[src/rtl/core/dtog_pkg.sv]
// ----------------------------------------------------------------------------
// dtog_pkg
// Shared types and constants of the disparity to occupancy grid unit.
// ----------------------------------------------------------------------------
package dtog_pkg;

  // divider operand widths: column numerator is a signed 38-bit value,
  // column denominator 4*q*f needs 25 bits
  localparam int NUM_W = 38;
  localparam int DEN_W = 25;
  localparam int CNT_W = 6;

  localparam int CFG_W     = 20;
  localparam int CFG_IDX_W = 3;

  localparam logic [CFG_IDX_W-1:0] CFG_PRINCIPAL_COLUMN  = 3'd0;
  localparam logic [CFG_IDX_W-1:0] CFG_FOCAL_PIXELS      = 3'd1;
  localparam logic [CFG_IDX_W-1:0] CFG_FOCAL_BASELINE_CM = 3'd2;
  localparam logic [CFG_IDX_W-1:0] CFG_RANGE_DEPTH_CM    = 3'd3;
  localparam logic [CFG_IDX_W-1:0] CFG_RANGE_WIDTH_CM    = 3'd4;

  localparam logic OP_ACCUMULATE = 1'b0;
  localparam logic OP_READ_CLEAR = 1'b1;

  localparam logic [10:0] MIN_DISP_Q4   = 11'd16;
  localparam logic [10:0] DISP_CLAMP_Q4 = 11'd1024;
  localparam logic [8:0]  FAR_LIMIT_CM  = 9'd500;
  localparam logic [8:0]  COUNT_MAX     = 9'd255;

  typedef enum logic [3:0] {
    ST_IDLE,
    ST_MUL1,
    ST_MUL2,
    ST_ROW_GO,
    ST_ROW_WAIT,
    ST_COL_GO,
    ST_COL_WAIT,
    ST_RD,
    ST_WR,
    ST_DONE
  } state_t;

endpackage

[src/rtl/core/dtog_div.sv]
// ----------------------------------------------------------------------------
// dtog_div
// Unsigned restoring divider, one quotient bit per cycle.
// ----------------------------------------------------------------------------
module dtog_div
  import dtog_pkg::*;
(
  input  logic             clk,
  input  logic             rst,
  input  logic             start,
  input  logic [NUM_W-1:0] num,
  input  logic [DEN_W-1:0] den,
  output logic             done,
  output logic [NUM_W-1:0] quo
);

  logic [DEN_W-1:0] rem;
  logic [DEN_W-1:0] dvs;
  logic [NUM_W-1:0] acc;
  logic [CNT_W-1:0] cnt;
  logic             busy;
  logic [DEN_W:0]   rem_sh;
  logic             fits;

  assign rem_sh = {rem, acc[NUM_W-1]};
  assign fits   = rem_sh >= {1'b0, dvs};

  always_ff @(posedge clk) begin
    if (rst) begin
      busy <= 1'b0;
      done <= 1'b0;
      cnt  <= '0;
    end else begin
      done <= 1'b0;
      if (start) begin
        busy <= 1'b1;
        cnt  <= CNT_W'(NUM_W);
      end else if (busy) begin
        cnt <= cnt - 1'b1;
        if (cnt == CNT_W'(1)) begin
          busy <= 1'b0;
          done <= 1'b1;
        end
      end
    end
  end

  always_ff @(posedge clk) begin
    if (start) begin
      rem <= '0;
      dvs <= den;
      acc <= num;
    end else if (busy) begin
      // quotient bits shift in at the bottom as numerator bits leave the top
      if (fits) begin
        rem <= DEN_W'(rem_sh - {1'b0, dvs});
      end else begin
        rem <= rem_sh[DEN_W-1:0];
      end
      acc <= {acc[NUM_W-2:0], fits};
    end
  end

  assign quo = acc;

endmodule

[config.mk]
export PLATFORM = sky130hd
export DESIGN_NAME = dtog_div
export DESIGN_NICKNAME = d
export VERILOG_FILES = /design/src/rtl/core/dtog_pkg.sv /design/src/rtl/core/dtog_div.sv
export SDC_FILE = /design/constraint.sdc
export NUM_CORES = 1
export LEC_CHECK = 0
export ABC_AREA = 1
export BUFFER_PORTS_ARGS = -buffer_cell sky130_fd_sc_hd__buf_4
export CORE_ASPECT_RATIO = 1.25
export CORE_MARGIN = 4
export CORE_UTILIZATION = 24
export DETAILED_ROUTE_END_ITERATION = 8
export GPL_TIMING_DRIVEN = 1
export PLACE_DENSITY = 0.4
export SKIP_LAST_GASP = 1
export SLEW_MARGIN = 20
export SYNTH_ARGS = -nofsm -noshare
export SYNTH_HDL_FRONTEND = slang
export SYNTH_SLANG_ARGS = --single-unit
[constraint.sdc]
create_clock -name clk -period 3.5 [get_ports clk]
set_input_delay 0.35 -clock clk [delete_from_list [all_inputs] [get_ports clk]]
set_output_delay 0.35 -clock clk [all_outputs]
set_load 0.03 [all_outputs]
Word-level counts from Yosys, hierarchy flattened:

Index checks and enable logic that the tools add are counted.

* bits in registers: 96
* input port bits: 66
* output and inout port bits: 39

* $add $sub $neg: 2
* $lt $le $gt $ge: 1
* eq/ne operators: 1
* mux-type cells: 9
* bitwise operators: 1
* reduce and logical (&&, ||, !) cells: 3

Operators with widths (number)
* $mux 38: 2
* $ge 26x25->1: 1
* $mux 25: 1
* $sub 25x25->25: 1
* $mux 6: 2
* $eq 6x1->1 const B: 1
* $sub 6x1->6 const B: 1
* $mux 1: 4
* $reduce_or 3->1: 1
* $reduce_bool 2->1: 1
* $reduce_or 2->1: 1
* $not 1->1: 1

Longest topological paths before layout:

Gate-level depths: netlist of run 1.

* depth in word-level cells: 4
* depth in mapped cells: 15

Worst setup path before layout of run 1:

OpenSTA, ideal clock, no wires.

* path type: input-to-reg
* start point: input start
* end point: register acc[0], in the netlist quo[0] (enable)
* setup time: 416 ps
* data arrival time: 1950 ps
* required time: 3084 ps
* path slack: 1133 ps
* cell stages on the path: 4
* path buffers: 2
* path through: clkbuf_1 nor2_1 inv_1 clkbuf_1

* longest elaborated chain between the ends: 1

RTL lines
* from (decl): line dtog_div.sv:10 `input logic start,`
* $reduce_bool 2->1 (no line)
* to (signal assigned): line dtog_div.sv:52 `acc <= num;`
* to (signal assigned): line dtog_div.sv:60 `acc <= {acc[NUM_W-2:0], fits};`
* to (decl): line dtog_div.sv:19 `logic [NUM_W-1:0] acc;`

No other way between the ends.
A chain may end at the register's enable or synchronous reset.

Final worst setup path of run 1:

* start point: register acc[37], in the netlist quo[37]
* end point: register rem[4]

* longest elaborated chain between the ends: 2
* elaborated cells on any way between the ends: 3
* those cells by class: add/sub (1); order compare (1); mux (1)

RTL lines
* $sub 25x25->25 or $ge 26x25->1 (tied branches): line dtog_div.sv:56, dtog_div.sv:26
* $mux 25 (*): line dtog_div.sv:55 `if (fits) begin`
* to (signal assigned): line dtog_div.sv:56 `rem <= DEN_W'(rem_sh - {1'b0, dvs});`
* to (signal assigned): line dtog_div.sv:58 `rem <= rem_sh[DEN_W-1:0];`
* to (decl): line dtog_div.sv:17 `logic [DEN_W-1:0] rem;`

Mark *: on every way between the ends. The rest lies on a longest branch, timed or not.

==> results by group, run 1 <==
Outcome
  – Outcome: complete, no violations

Yosys
  – Ys async rst share: 0
  – #FFs+latches synth: 96
  – Syn_area_per_cell: 7.14 µm²
  – Top post-synthesis cells by area: edfxtp_1 32%, nand2_1 22%, dfxtp_1 11%
  – Post-synth EDFFs: 63
  – Netlist cell types: 31
  – Post-synth top area share: 0.319
  – Largest family of logic cells by synthesized area: simple AND/OR/NAND/NOR gates
  – Post-Synth XOR/XNOR Area: 0.0192
  – Dominant cell type by area after synthesis: edfxtp_1
  – Yosys Warn Count: 0
  – Post-Syn Area: 5940 µm²
  – Synth Area in Compound Gates: 0.0291
  – Simple-gate share of the synthesized area: 0.346
  – Mux contribution to synthesized area: 0
  – Sequential area share after synthesis: 0.430
  – Prevailing post-synth register cell: edfxtp_1
  – Synthesized net count: 925
  – Cells after Synth: 831
  – Post-synthesis adder-cell area fraction: 0.0603

Hold path
  – Hold path endpoint: dvs[6]$_DFFE_PP_
  – Hold path depth: 1
  – Min-delay src: den[6]
  – Hold WC Path Type: in -> reg

Finish
  – Fill count: 2746
  – # diodes: 0
  – P&R area growth vs syn: 24.3%
  – Footprint of the multi-input gates: 2700 µm²
  – Share of layout cells above drive strength 1: 0.156
  – Final nets: 1026
  – Register Area: 2550 µm²

STA
  – Min Tclk post-route: 2.58 ns
  – Max-Slew Margin vs Limit: 0.329
  – Slew Limit Fails: 0
  – Setup violators final: 0
  – Endpoints failing hold: 0
  – Fmax: 388 MHz
  – Total negative slack: 0 ns
  – RSZ-0062 raised after global routing: false
  – Final Skew: 0.0139 ns
  – Worst-margin pin slew: 1.01 ns
  – Period utilization: 0.737
  – Final worst slack: 0.921 ns

Clocking
  – Sink Count: 96
  – Post-CTS setup buffers: 0
  – CTS H-tree depth: 3
  – Post-cts repair resize count: 0
  – Clk buf depth: 2
  – Reg clk slew, reported paths: 0.08 ns
  – CTS tree: built
  – Hold Buf Count CTS: 0
  – Num CTS Buffers: 9
  – Clk_lat worst skew: 0.36 ns
  – CTS Root Cell: clkbuf_16

GRT
  – Initial antenna violation count: 0
  – Vias in the first global route: 5517
  – Overall global routing resource usage: 0.131
  – First-pass GRT wire length: 28600 µm
  – Largest net degree at the start of global routing: 49
  – Gr ovfl total: 0

Power
  – Lkg Pwr: 3.81 nW
  – Internal power: 1.99 mW
  – P per Cell Area: 384 nW/µm²
  – Worst VDD drop: 0.000195 V
  – Reg power frac: 0.472
  – P_sw: 0.848 mW
  – Sw frac: 0.299
  – Clk pwr share: 0.359
  – Comb power frac: 0.169

Floorplanning
  – IO Pins: 105
  – Die area: 27300 µm²
  – Core box area: 24400 µm²
  – Initial Utilization: 0.243
  – Die height: 184 µm
  – Die width: 149 µm
  – Site Rows: 64

Placed design
  – RePlAce Congestion: 0.840
  – DP HPWL: 12900 µm
  – Port Buf Inserts: 104
  – Dpl ws: 0.957 ns

Worst setup path
  – Reg2Reg Setup Slack: 0.92 ns
  – Type of origin of the critical path: flop
  – Setup crit end kind: flop
  – WP data arrival: 2.78 ns
  – R2r startpoint: quo[37]$_DFFE_PP_
  – Register-to-Register Path Depth: 11
  – Critical R2R Capture: rem[4]$_SDFFE_PP0P_
  – CP Max Fanout: 25
  – Worst EP required: 3.70 ns
  – Setup CP Type: reg -> reg

Detailed routing
  – Violation count after the first detailed-route iteration: 200
  – Drt total wl: 17400 µm
  – Drt pass-1 iters: 7
  – DRC Markers: 0
  – DR vias/cell: 4.23
  – Vias: 5361
  – Final ANT Viol Nets: 0
  – WL per Instance: 13.8 µm

Run
  – Max cap viols: 0
[how the worst max path moves through the flow]
stage	from	to	cells after the start	slack, ns
after floorplan	start	quo[0]$_DFFE_PP_	4	1.13
after global placement	quo[37]$_DFFE_PP_	rem[1]$_SDFFE_PP0P_	11	0.95
after detailed placement	quo[37]$_DFFE_PP_	rem[1]$_SDFFE_PP0P_	11	0.96
after CTS	quo[37]$_DFFE_PP_	rem[4]$_SDFFE_PP0P_	11	0.92
after global routing	quo[37]$_DFFE_PP_	rem[6]$_SDFFE_PP0P_	11	0.76
final	quo[37]$_DFFE_PP_	rem[4]$_SDFFE_PP0P_	11	0.92
[worst max-delay path, cell delays in order, from the launching register on]
cell and delay [ns]:
edfxtp_1 0.39, inv_1 0.10, ha_1 0.17, inv_1 0.07, fa_1 0.46, nand3_1 0.13
nand3_1 0.22, nand2_2 0.16, buf_4 0.35, nand4_1 0.15, nand3_1 0.12, o21ai_0 0.08
[sequential cells by signal, summed over array words and instances, names as in the netlist]
signal / flops
done: 1
rem: 25
dvs: 25
cnt: 6
busy: 1
quo: 38
[final cells by class]
class                      instances  area share
multi-input combinational        559       0.366
clock buffer                       9      0.0305
clock inverter                     7      0.0102
inverter                         155      0.0788
sequential                        96       0.346
tap                              330      0.0559
timing repair buffer             111       0.113
[logic make-up (layout without fill, tap and decap cells)]
group | count (synthesis) | after routing
buf+inv | 176 | 282
xor+xnor | 13 | 13
simple gates | 487 | 487
fa+ha+maj | 28 | 28
compound gates | 31 | 31
flops | 96 | 96
[metal layers]
metal / part of all wire / global-route usage
met5: 0 / 0
met3: 0.070 / 0.0367
met2: 0.48 / 0.228
met4: 0.016 / 0.0418
met1: 0.43 / 0.157
[per-stage QoR]
stage          area, µm²  hold WS [ns]  instances   util  power [mW]
2_1_floorplan       5940         0.419        831      -        1.65
3_3_place_gp        7080         0.460       1251  0.290        1.86
3_5_place_dp        7080         0.463       1251  0.290        1.85
4_1_cts             7380         0.139       1267  0.302        2.90
5_1_grt             7380         0.141       1267  0.302        2.99
6_report            7380         0.160       1267  0.302        2.83
[cell usage in the layout (no fill, tap or decap), types with 2 or more instances in the layout]
cell type and n:
or2_1 2, inv_1 144, o21ai_1 6, o21ai_0 7, buf_4 111, xnor2_1 10, a21oi_1 15, inv_6 3
nand4_1 31, inv_2 9, nor2_1 37, and2_1 4, nand3_1 54, clkinv_1 2, nor3_1 4, nand3b_1 3
ha_1 27, clkbuf_16 9, xor2_1 3, edfxtp_1 63, dfxtp_1 33, nand3_4 2, nand2_1 342, nor2_2 4
clkinv_8 2, nand2_2 2
[cell usage after synthesis (all sizes together), types with 4 or more instances]
cell type  instances
and2               4
o21ai             13
nand3             56
buf                8
dfxtp             33
nand2            344
nor2              41
xnor2             10
nand4             31
a21oi             16
nor3               5
inv              153
clkbuf            13
edfxtp            63
ha                27
[power by group through the flow]
stage	combinational (mW)	clock [mW]	sequential, mW
finish	0.480	1.02	1.34
global route	0.533	1.10	1.35
CTS	0.491	1.07	1.34
detailed placement	0.491	0	1.36
global placement	0.494	0	1.36
floorplan	0.196	0	1.45
Note: power is estimated with default switching activity, not from simulation.
==> run 2, diff against run 1 <==
PLACE_DENSITY = 0.41   (was 0.4)
clock period = 2.3 ns   (was 3.5 ns; I/O delays follow)
==> run 2 against run 1 <==
Core utilization rose by 0.83 points. Clock power rose by 47%. Final cell count grew 1.7%. Clock skew is 0.0014 ns lower. Maximum frequency increased by 21%. Critical path depth did not move. Sequential share of layout area down 0.92 points. Final area is 2.7% higher. Worst setup slack got worse by 0.76 ns. Sequential power increased by 52%. Critical endpoint is now rem[2]$_SDFFE_PP0P_. Largest power group unchanged. Highest routed layer unchanged.
==> results by group, run 2 (same netlist as run 1, synthesis figures left out) <==
Placed design
  – Port Buf Inserts: 104 (unchanged)
  – Placed Cells: 1272 (was 1251)
  – RePlAce Congestion: 0.840 (unchanged)
  – DP HPWL: 13800 µm (was 12900 µm)
  – Dpl ws: 0.101 ns (was 0.957 ns)
  – DP Area: 7290 µm² (was 7080 µm²)

Detailed routing
  – Final ANT Viol Nets: 0 (unchanged)
  – Vias: 5341 (was 5361)
  – DRC Markers: 0 (unchanged)
  – Drt total wl: 17600 µm (was 17400 µm)
  – DR vias/cell: 4.15 (was 4.23)
  – WL per Instance: 13.6 µm (was 13.8 µm)
  – Violation count after the first detailed-route iteration: 201 (was 200)
  – Drt pass-1 iters: 4 (was 7)

Clocking
  – Num CTS Buffers: 9 (unchanged)
  – Sink Count: 96 (unchanged)
  – CTS H-tree depth: 3 (unchanged)
  – CTS tree: built (unchanged)
  – Clk buf depth: 2 (unchanged)
  – Reg clk slew, reported paths: 0.08 ns (about the same)
  – Clk_lat worst skew: 0.36 ns (about the same)
  – CTS Root Cell: clkbuf_16 (unchanged)

STA
  – Fmax: 468 MHz (was 388 MHz)
  – Min Tclk post-route: 2.14 ns (was 2.58 ns)
  – RSZ-0062 raised after global routing: false (unchanged)
  – Final Skew: 0.0124 ns (was 0.0139 ns)
  – Endpoints failing hold: 0 (unchanged)
  – Setup violators final: 0 (unchanged)
  – Hold Slack: 0.0415 ns (was 0.160 ns)
  – Slew Limit Fails: 0 (unchanged)
  – Period utilization: 0.930 (was 0.737)
  – Worst-margin pin slew: 0.431 ns (was 1.01 ns)
  – Final worst slack: 0.161 ns (was 0.921 ns)
  – Max-Slew Margin vs Limit: 0.712 (was 0.329)
  – Total negative slack: 0 ns (unchanged)

Power
  – Comb power frac: 0.177 (was 0.169)
  – Sw frac: 0.295 (was 0.299)
  – Total power draw: 4.30 mW (was 2.83 mW)
  – P per Cell Area: 567 nW/µm² (was 384 nW/µm²)
  – Reg power frac: 0.474 (was 0.472)
  – Lkg Pwr: 3.92 nW (was 3.81 nW)
  – Clk pwr share: 0.349 (was 0.359)
  – Worst VDD drop: 0.000306 V (was 0.000195 V)
  – P_sw: 1.27 mW (was 0.848 mW)
  – Internal power: 3.03 mW (was 1.99 mW)

Outcome
  – Outcome: complete, no violations (unchanged)

Worst setup path
  – Reg2Reg Setup Slack: 0.16 ns (was 0.92 ns)
  – Setup crit end kind: flop (unchanged)
  – Type of origin of the critical path: flop (unchanged)
  – Slowest stage delay, CP: 0.37 ns (was 0.46 ns)
  – CP max stage cell: edfxtp_1 (was fa_1)
  – CP Cell Sequence: inv_1, ha_1, a21oi_1, nor2_1, nor2_1, nand2_1, a21oi_4, buf_4, nand4_1, nand3_1, o21ai_0 (was inv_1, ha_1, inv_1, fa_1, nand3_1, nand3_1, nand2_2, buf_4, nand4_1, nand3_1, o21ai_0)
  – Worst EP required: 2.54 ns (was 3.70 ns)
  – Register-to-Register Path Depth: 11 (unchanged)
  – R2r startpoint: dvs[23]$_DFFE_PP_ (was quo[37]$_DFFE_PP_)
  – Worst setup path end: rem[2]$_SDFFE_PP0P_ (was rem[4]$_SDFFE_PP0P_)
  – Setup CP Type: reg -> reg (unchanged)
  – WP data arrival: 2.38 ns (was 2.78 ns)
  – Critical R2R Capture: rem[2]$_SDFFE_PP0P_ (was rem[4]$_SDFFE_PP0P_)
  – Worst setup startpoint: dvs[23]$_DFFE_PP_ (was quo[37]$_DFFE_PP_)
  – Most used cell, CP: nor2_1 (was nand3_1)
  – CP Max Fanout: 15 (was 25)

GRT
  – Overall global routing resource usage: 0.132 (was 0.131)
  – Gr ovfl total: 0 (unchanged)
  – First-pass GRT wire length: 28500 µm (was 28600 µm)
  – Largest net degree at the start of global routing: 37 (was 49)
  – Vias in the first global route: 5514 (was 5517)
  – Initial antenna violation count: 0 (unchanged)

Floorplanning
  – Die width: 149 µm (unchanged)
  – Die area: 27300 µm² (unchanged)
  – Die height: 184 µm (unchanged)
  – Initial Utilization: 0.243 (unchanged)
  – Site Rows: 64 (unchanged)
  – IO Pins: 105 (unchanged)
  – Core box area: 24400 µm² (unchanged)

Hold path
  – Hold WC Path Type: in -> reg (unchanged)

Finish
  – Share of layout cells above drive strength 1: 0.177 (was 0.156)
  – Commonest cells after routing, fill and taps aside: 341 x nand2_1, 144 x inv_1, 128 x buf_4 (was 342 x nand2_1, 144 x inv_1, 111 x buf_4)
  – Max reg flops: 38 (unchanged)
  – Finished Core Util: 0.311 (was 0.302)
  – Finished Layout Cells: 1288 (was 1267)
  – Most common cell after layout, fill and taps aside: nand2_1 (unchanged)
  – Post-route cell area: 7580 µm² (was 7380 µm²)
  – P&R area growth vs syn: 27.8% (was 24.3%)
  – Final nets: 1047 (was 1026)
  – # diodes: 0 (unchanged)

Run
  – Max cap viols: 0 (unchanged)
==> run 2: cell types whose count changed in the layout (fill, tap and decap cells not counted), sizes merged <==
cell,delta
clkinv,-1
buf,+21
clkinvlp,+1
==> run 2: power by group through the flow <==
| stage | registers [mW] | logic [mW] | clock network (mW) |
|---|---|---|---|
| after floorplan | 2.21 | 0.299 | 0 |
| after global placement | 2.07 | 0.779 | 0 |
| after detailed placement | 2.07 | 0.777 | 0 |
| after CTS | 2.04 | 0.777 | 1.58 |
| after global routing | 2.05 | 0.845 | 1.62 |
| final | 2.04 | 0.761 | 1.50 |
==> run 2: worst min path at each step <==
stage | start | end | slack (ns) | cells past startpoint
after floorplan | rst | busy$_SDFF_PP0_ | 0.30 | 1
after global placement | den[22] | dvs[22]$_DFFE_PP_ | 0.41 | 1
after detailed placement | den[22] | dvs[22]$_DFFE_PP_ | 0.41 | 1
after CTS | den[6] | dvs[6]$_DFFE_PP_ | 0.02 | 1
after global routing | den[5] | dvs[5]$_DFFE_PP_ | 0.02 | 1
final | den[0] | dvs[0]$_DFFE_PP_ | 0.04 | 1
==> run 2: per-layer routing <==
layer	GRT usage	routed length [µm]
met4	0.0399	310
met3	0.0395	1180
met1	0.153	7590
met2	0.232	8500
met5	0	0
==> run 2: cell type report <==
| cell class | instances | area, µm² |
|---|---|---|
| clock buffer | 9 | 225 |
| clock inverter | 7 | 60.1 |
| fill | 2732 | 16800 |
| inverter | 155 | 582 |
| multi-input combinational | 559 | 2710 |
| sequential | 96 | 2550 |
| tap | 330 | 413 |
| timing repair buffer | 132 | 1040 |
==> run 2: repair_timing <==
action                                  CTS  global route
gates resized for setup                   0             4
hold buffers                              0             0
buffers inserted                          0             0
endpoints found under the setup margin    0            17
==> run 2: worst max-delay path: cells and delay by family, from the launching register on <==
family	cells	cell delay, ns
buffers and inverters	2	0.34
and+or+nand+nor	5	0.52
adders and majority gates	1	0.28
DFF	1	0.37
AOI/OAI and AO/OA	3	0.53
==> run 3, diff against run 2 <==
PLACE_DENSITY = 0.4   (was 0.41)
SETUP_SLACK_MARGIN = 0.02   (was unset)
clock period = 2.8 ns   (was 2.3 ns; I/O delays follow)
==> run 3 against run 2 <==
Global-route usage grew 0.30 points. Critical path type unchanged. Sequential cell count unchanged. Maximum frequency is 9.9% lower. Core utilization is 0.38 points lower. Worst setup slack better by 0.26 ns.
==> results by group, run 3 (same netlist as run 1, synthesis figures left out) <==
Placed design
  – DP HPWL: 13500 µm (was 13800 µm)
  – Port Buf Inserts: 104 (unchanged)
  – DP Area: 7150 µm² (was 7290 µm²)
  – RePlAce Congestion: 0.842 (was 0.840)

Detailed routing
  – Drt pass-1 iters: 4 (unchanged)
  – Violation count after the first detailed-route iteration: 238 (was 201)
  – DRC Markers: 0 (unchanged)
  – Final ANT Viol Nets: 0 (unchanged)
  – WL per Instance: 13.8 µm (was 13.6 µm)
  – Drt total wl: 17600 µm (unchanged)
  – Vias: 5336 (was 5341)
  – DR vias/cell: 4.19 (was 4.15)

GRT
  – First-pass GRT wire length: 29000 µm (was 28500 µm)
  – Largest net degree at the start of global routing: 35 (was 37)
  – Vias in the first global route: 5561 (was 5514)
  – Gr ovfl total: 0 (unchanged)
  – Overall global routing resource usage: 0.135 (was 0.132)
  – Initial antenna violation count: 0 (unchanged)

Clocking
  – Hold Buf Count CTS: 0 (unchanged)
  – CTS Root Cell: clkbuf_16 (unchanged)
  – Post-cts repair resize count: 0 (unchanged)
  – Sink Count: 96 (unchanged)
  – Num CTS Buffers: 9 (unchanged)
  – Reg clk slew, reported paths: 0.08 ns (about the same)
  – CTS H-tree depth: 3 (unchanged)
  – Post-CTS setup buffers: 0 (unchanged)
  – CTS tree: built (unchanged)
  – Clk_lat worst skew: 0.36 ns (about the same)
  – Clk buf depth: 2 (unchanged)

Finish
  – Final nets: 1033 (was 1047)
  – Most common cell after layout, fill and taps aside: nand2_1 (unchanged)
  – Share of layout cells above drive strength 1: 0.161 (was 0.177)
  – P&R area growth vs syn: 26.2% (was 27.8%)
  – Fill count: 2739 (was 2732)
  – # diodes: 0 (unchanged)
  – Commonest cells after routing, fill and taps aside: 342 x nand2_1, 144 x inv_1, 117 x buf_4 (was 341 x nand2_1, 144 x inv_1, 128 x buf_4)
  – Max reg flops: 38 (unchanged)
  – Post-route cell area: 7490 µm² (was 7580 µm²)

Hold path
  – Hold WC Path Type: in -> reg (unchanged)
  – Min-delay src: den[13] (was den[0])

Worst setup path
  – Reg2Reg Setup Slack: 0.43 ns (was 0.16 ns)
  – CP Max Fanout: 26 (was 15)
  – Setup CP Type: reg -> reg (unchanged)
  – Worst setup startpoint: quo[37]$_DFFE_PP_ (was dvs[23]$_DFFE_PP_)
  – R2r startpoint: quo[37]$_DFFE_PP_ (was dvs[23]$_DFFE_PP_)
  – Type of origin of the critical path: flop (unchanged)
  – Setup crit end kind: flop (unchanged)
  – Worst EP required: 2.91 ns (was 2.54 ns)
  – WP data arrival: 2.49 ns (was 2.38 ns)

Floorplanning
  – Site Rows: 64 (unchanged)
  – Die width: 149 µm (unchanged)
  – Initial Utilization: 0.243 (unchanged)
  – Die height: 184 µm (unchanged)
  – Die area: 27300 µm² (unchanged)
  – Core box area: 24400 µm² (unchanged)
  – IO Pins: 105 (unchanged)

Power
  – P per Cell Area: 501 nW/µm² (was 567 nW/µm²)
  – Worst VDD drop: 0.000294 V (was 0.000306 V)
  – Lkg Pwr: 3.87 nW (was 3.92 nW)

Outcome
  – Outcome: complete, no violations (unchanged)

STA
  – Worst-margin pin slew: 0.467 ns (was 0.431 ns)
  – Endpoints failing hold: 0 (unchanged)
  – Min Tclk post-route: 2.37 ns (was 2.14 ns)
  – Final Skew: 0.00951 ns (was 0.0124 ns)
  – Total negative slack: 0 ns (unchanged)
  – Setup violators final: 0 (unchanged)
  – RSZ-0062 raised after global routing: false (unchanged)
  – Max-Slew Margin vs Limit: 0.688 (was 0.712)
  – Period utilization: 0.848 (was 0.930)
  – Fmax: 421 MHz (was 468 MHz)
  – Slew Limit Fails: 0 (unchanged)

Run
  – Max cap viols: 0 (unchanged)
==> run 3: changes by cell type in the layout (fill, tap and decap cells not counted), sizes merged <==
cell and change:
buf -14, clkinv -2, inv -2, bufinv +3, clkbuf +1
==> run 3: path summary, 6_finish.rpt <==
| check | endpoint | cells after the start |
|---|---|---|
| worst max-delay path | quo[0]$_DFFE_PP_ | 10 |
| worst min-delay path | dvs[13]$_DFFE_PP_ | 1 |
| worst max register to register | quo[0]$_DFFE_PP_ | 10 |
| worst min register to register | rem[24]$_SDFFE_PP0P_ | 2 |
==> run 3: through the flow <==
stage / power (mW) / hold slack (ns) / utilization / instances / setup slack (ns)
2_1_floorplan: 2.06 / 0.349 / - / 831 / 0.503
3_3_place_gp: 2.33 / 0.459 / 0.293 / 1258 / 0.459
3_5_place_dp: 2.33 / 0.459 / 0.293 / 1258 / 0.402
4_1_cts: 3.83 / 0.0759 / 0.307 / 1274 / 0.393
5_1_grt: 3.96 / 0.0677 / 0.307 / 1274 / 0.218
6_report: 3.76 / 0.0913 / 0.307 / 1274 / 0.425
==> run 3: final cells by class <==
| type | instances | area, µm² | share of cell area |
|---|---|---|---|
| clock inverter | 6 | 115 | 0.0154 |
| tap | 330 | 413 | 0.0551 |
| inverter | 155 | 582 | 0.0777 |
| timing repair buffer | 118 | 898 | 0.120 |
| sequential | 96 | 2550 | 0.341 |
| clock buffer | 10 | 229 | 0.0306 |
| multi-input combinational | 559 | 2700 | 0.361 |
==> run 3: worst max-delay path, cell delays in order, from the launching register on <==
cell	delay (ns)
edfxtp_1	0.39
inv_1	0.09
ha_1	0.16
inv_1	0.06
fa_1	0.45
nand3_1	0.12
nand3_1	0.18
nand2_2	0.15
nand3_4	0.32
nand2_1	0.15
nand2_1	0.05
==> run 3: per-layer routing <==
| layer | vias to the layer above | wire (µm) | part of all wire | global-route usage |
|---|---|---|---|---|
| met5 | - | 0 | 0 | 0 |
| met4 | 0 | 242 | 0.014 | 0.0359 |
| met3 | 16 | 1160 | 0.066 | 0.0432 |
| met2 | 111 | 8560 | 0.49 | 0.235 |
| met1 | 2404 | 7610 | 0.43 | 0.159 |
| li1 | 2805 | - | - | - |
==> run 3: where the power goes <==
part | switching [mW] | internal [mW] | leakage (nW) | total (mW)
Combinational | 0.377 | 0.233 | 2.80 | 0.610
Sequential | 0.0478 | 1.62 | 0.903 | 1.67
Clock | 0.593 | 0.881 | 0.164 | 1.47
Total | 1.02 | 2.74 | 3.87 | 3.76
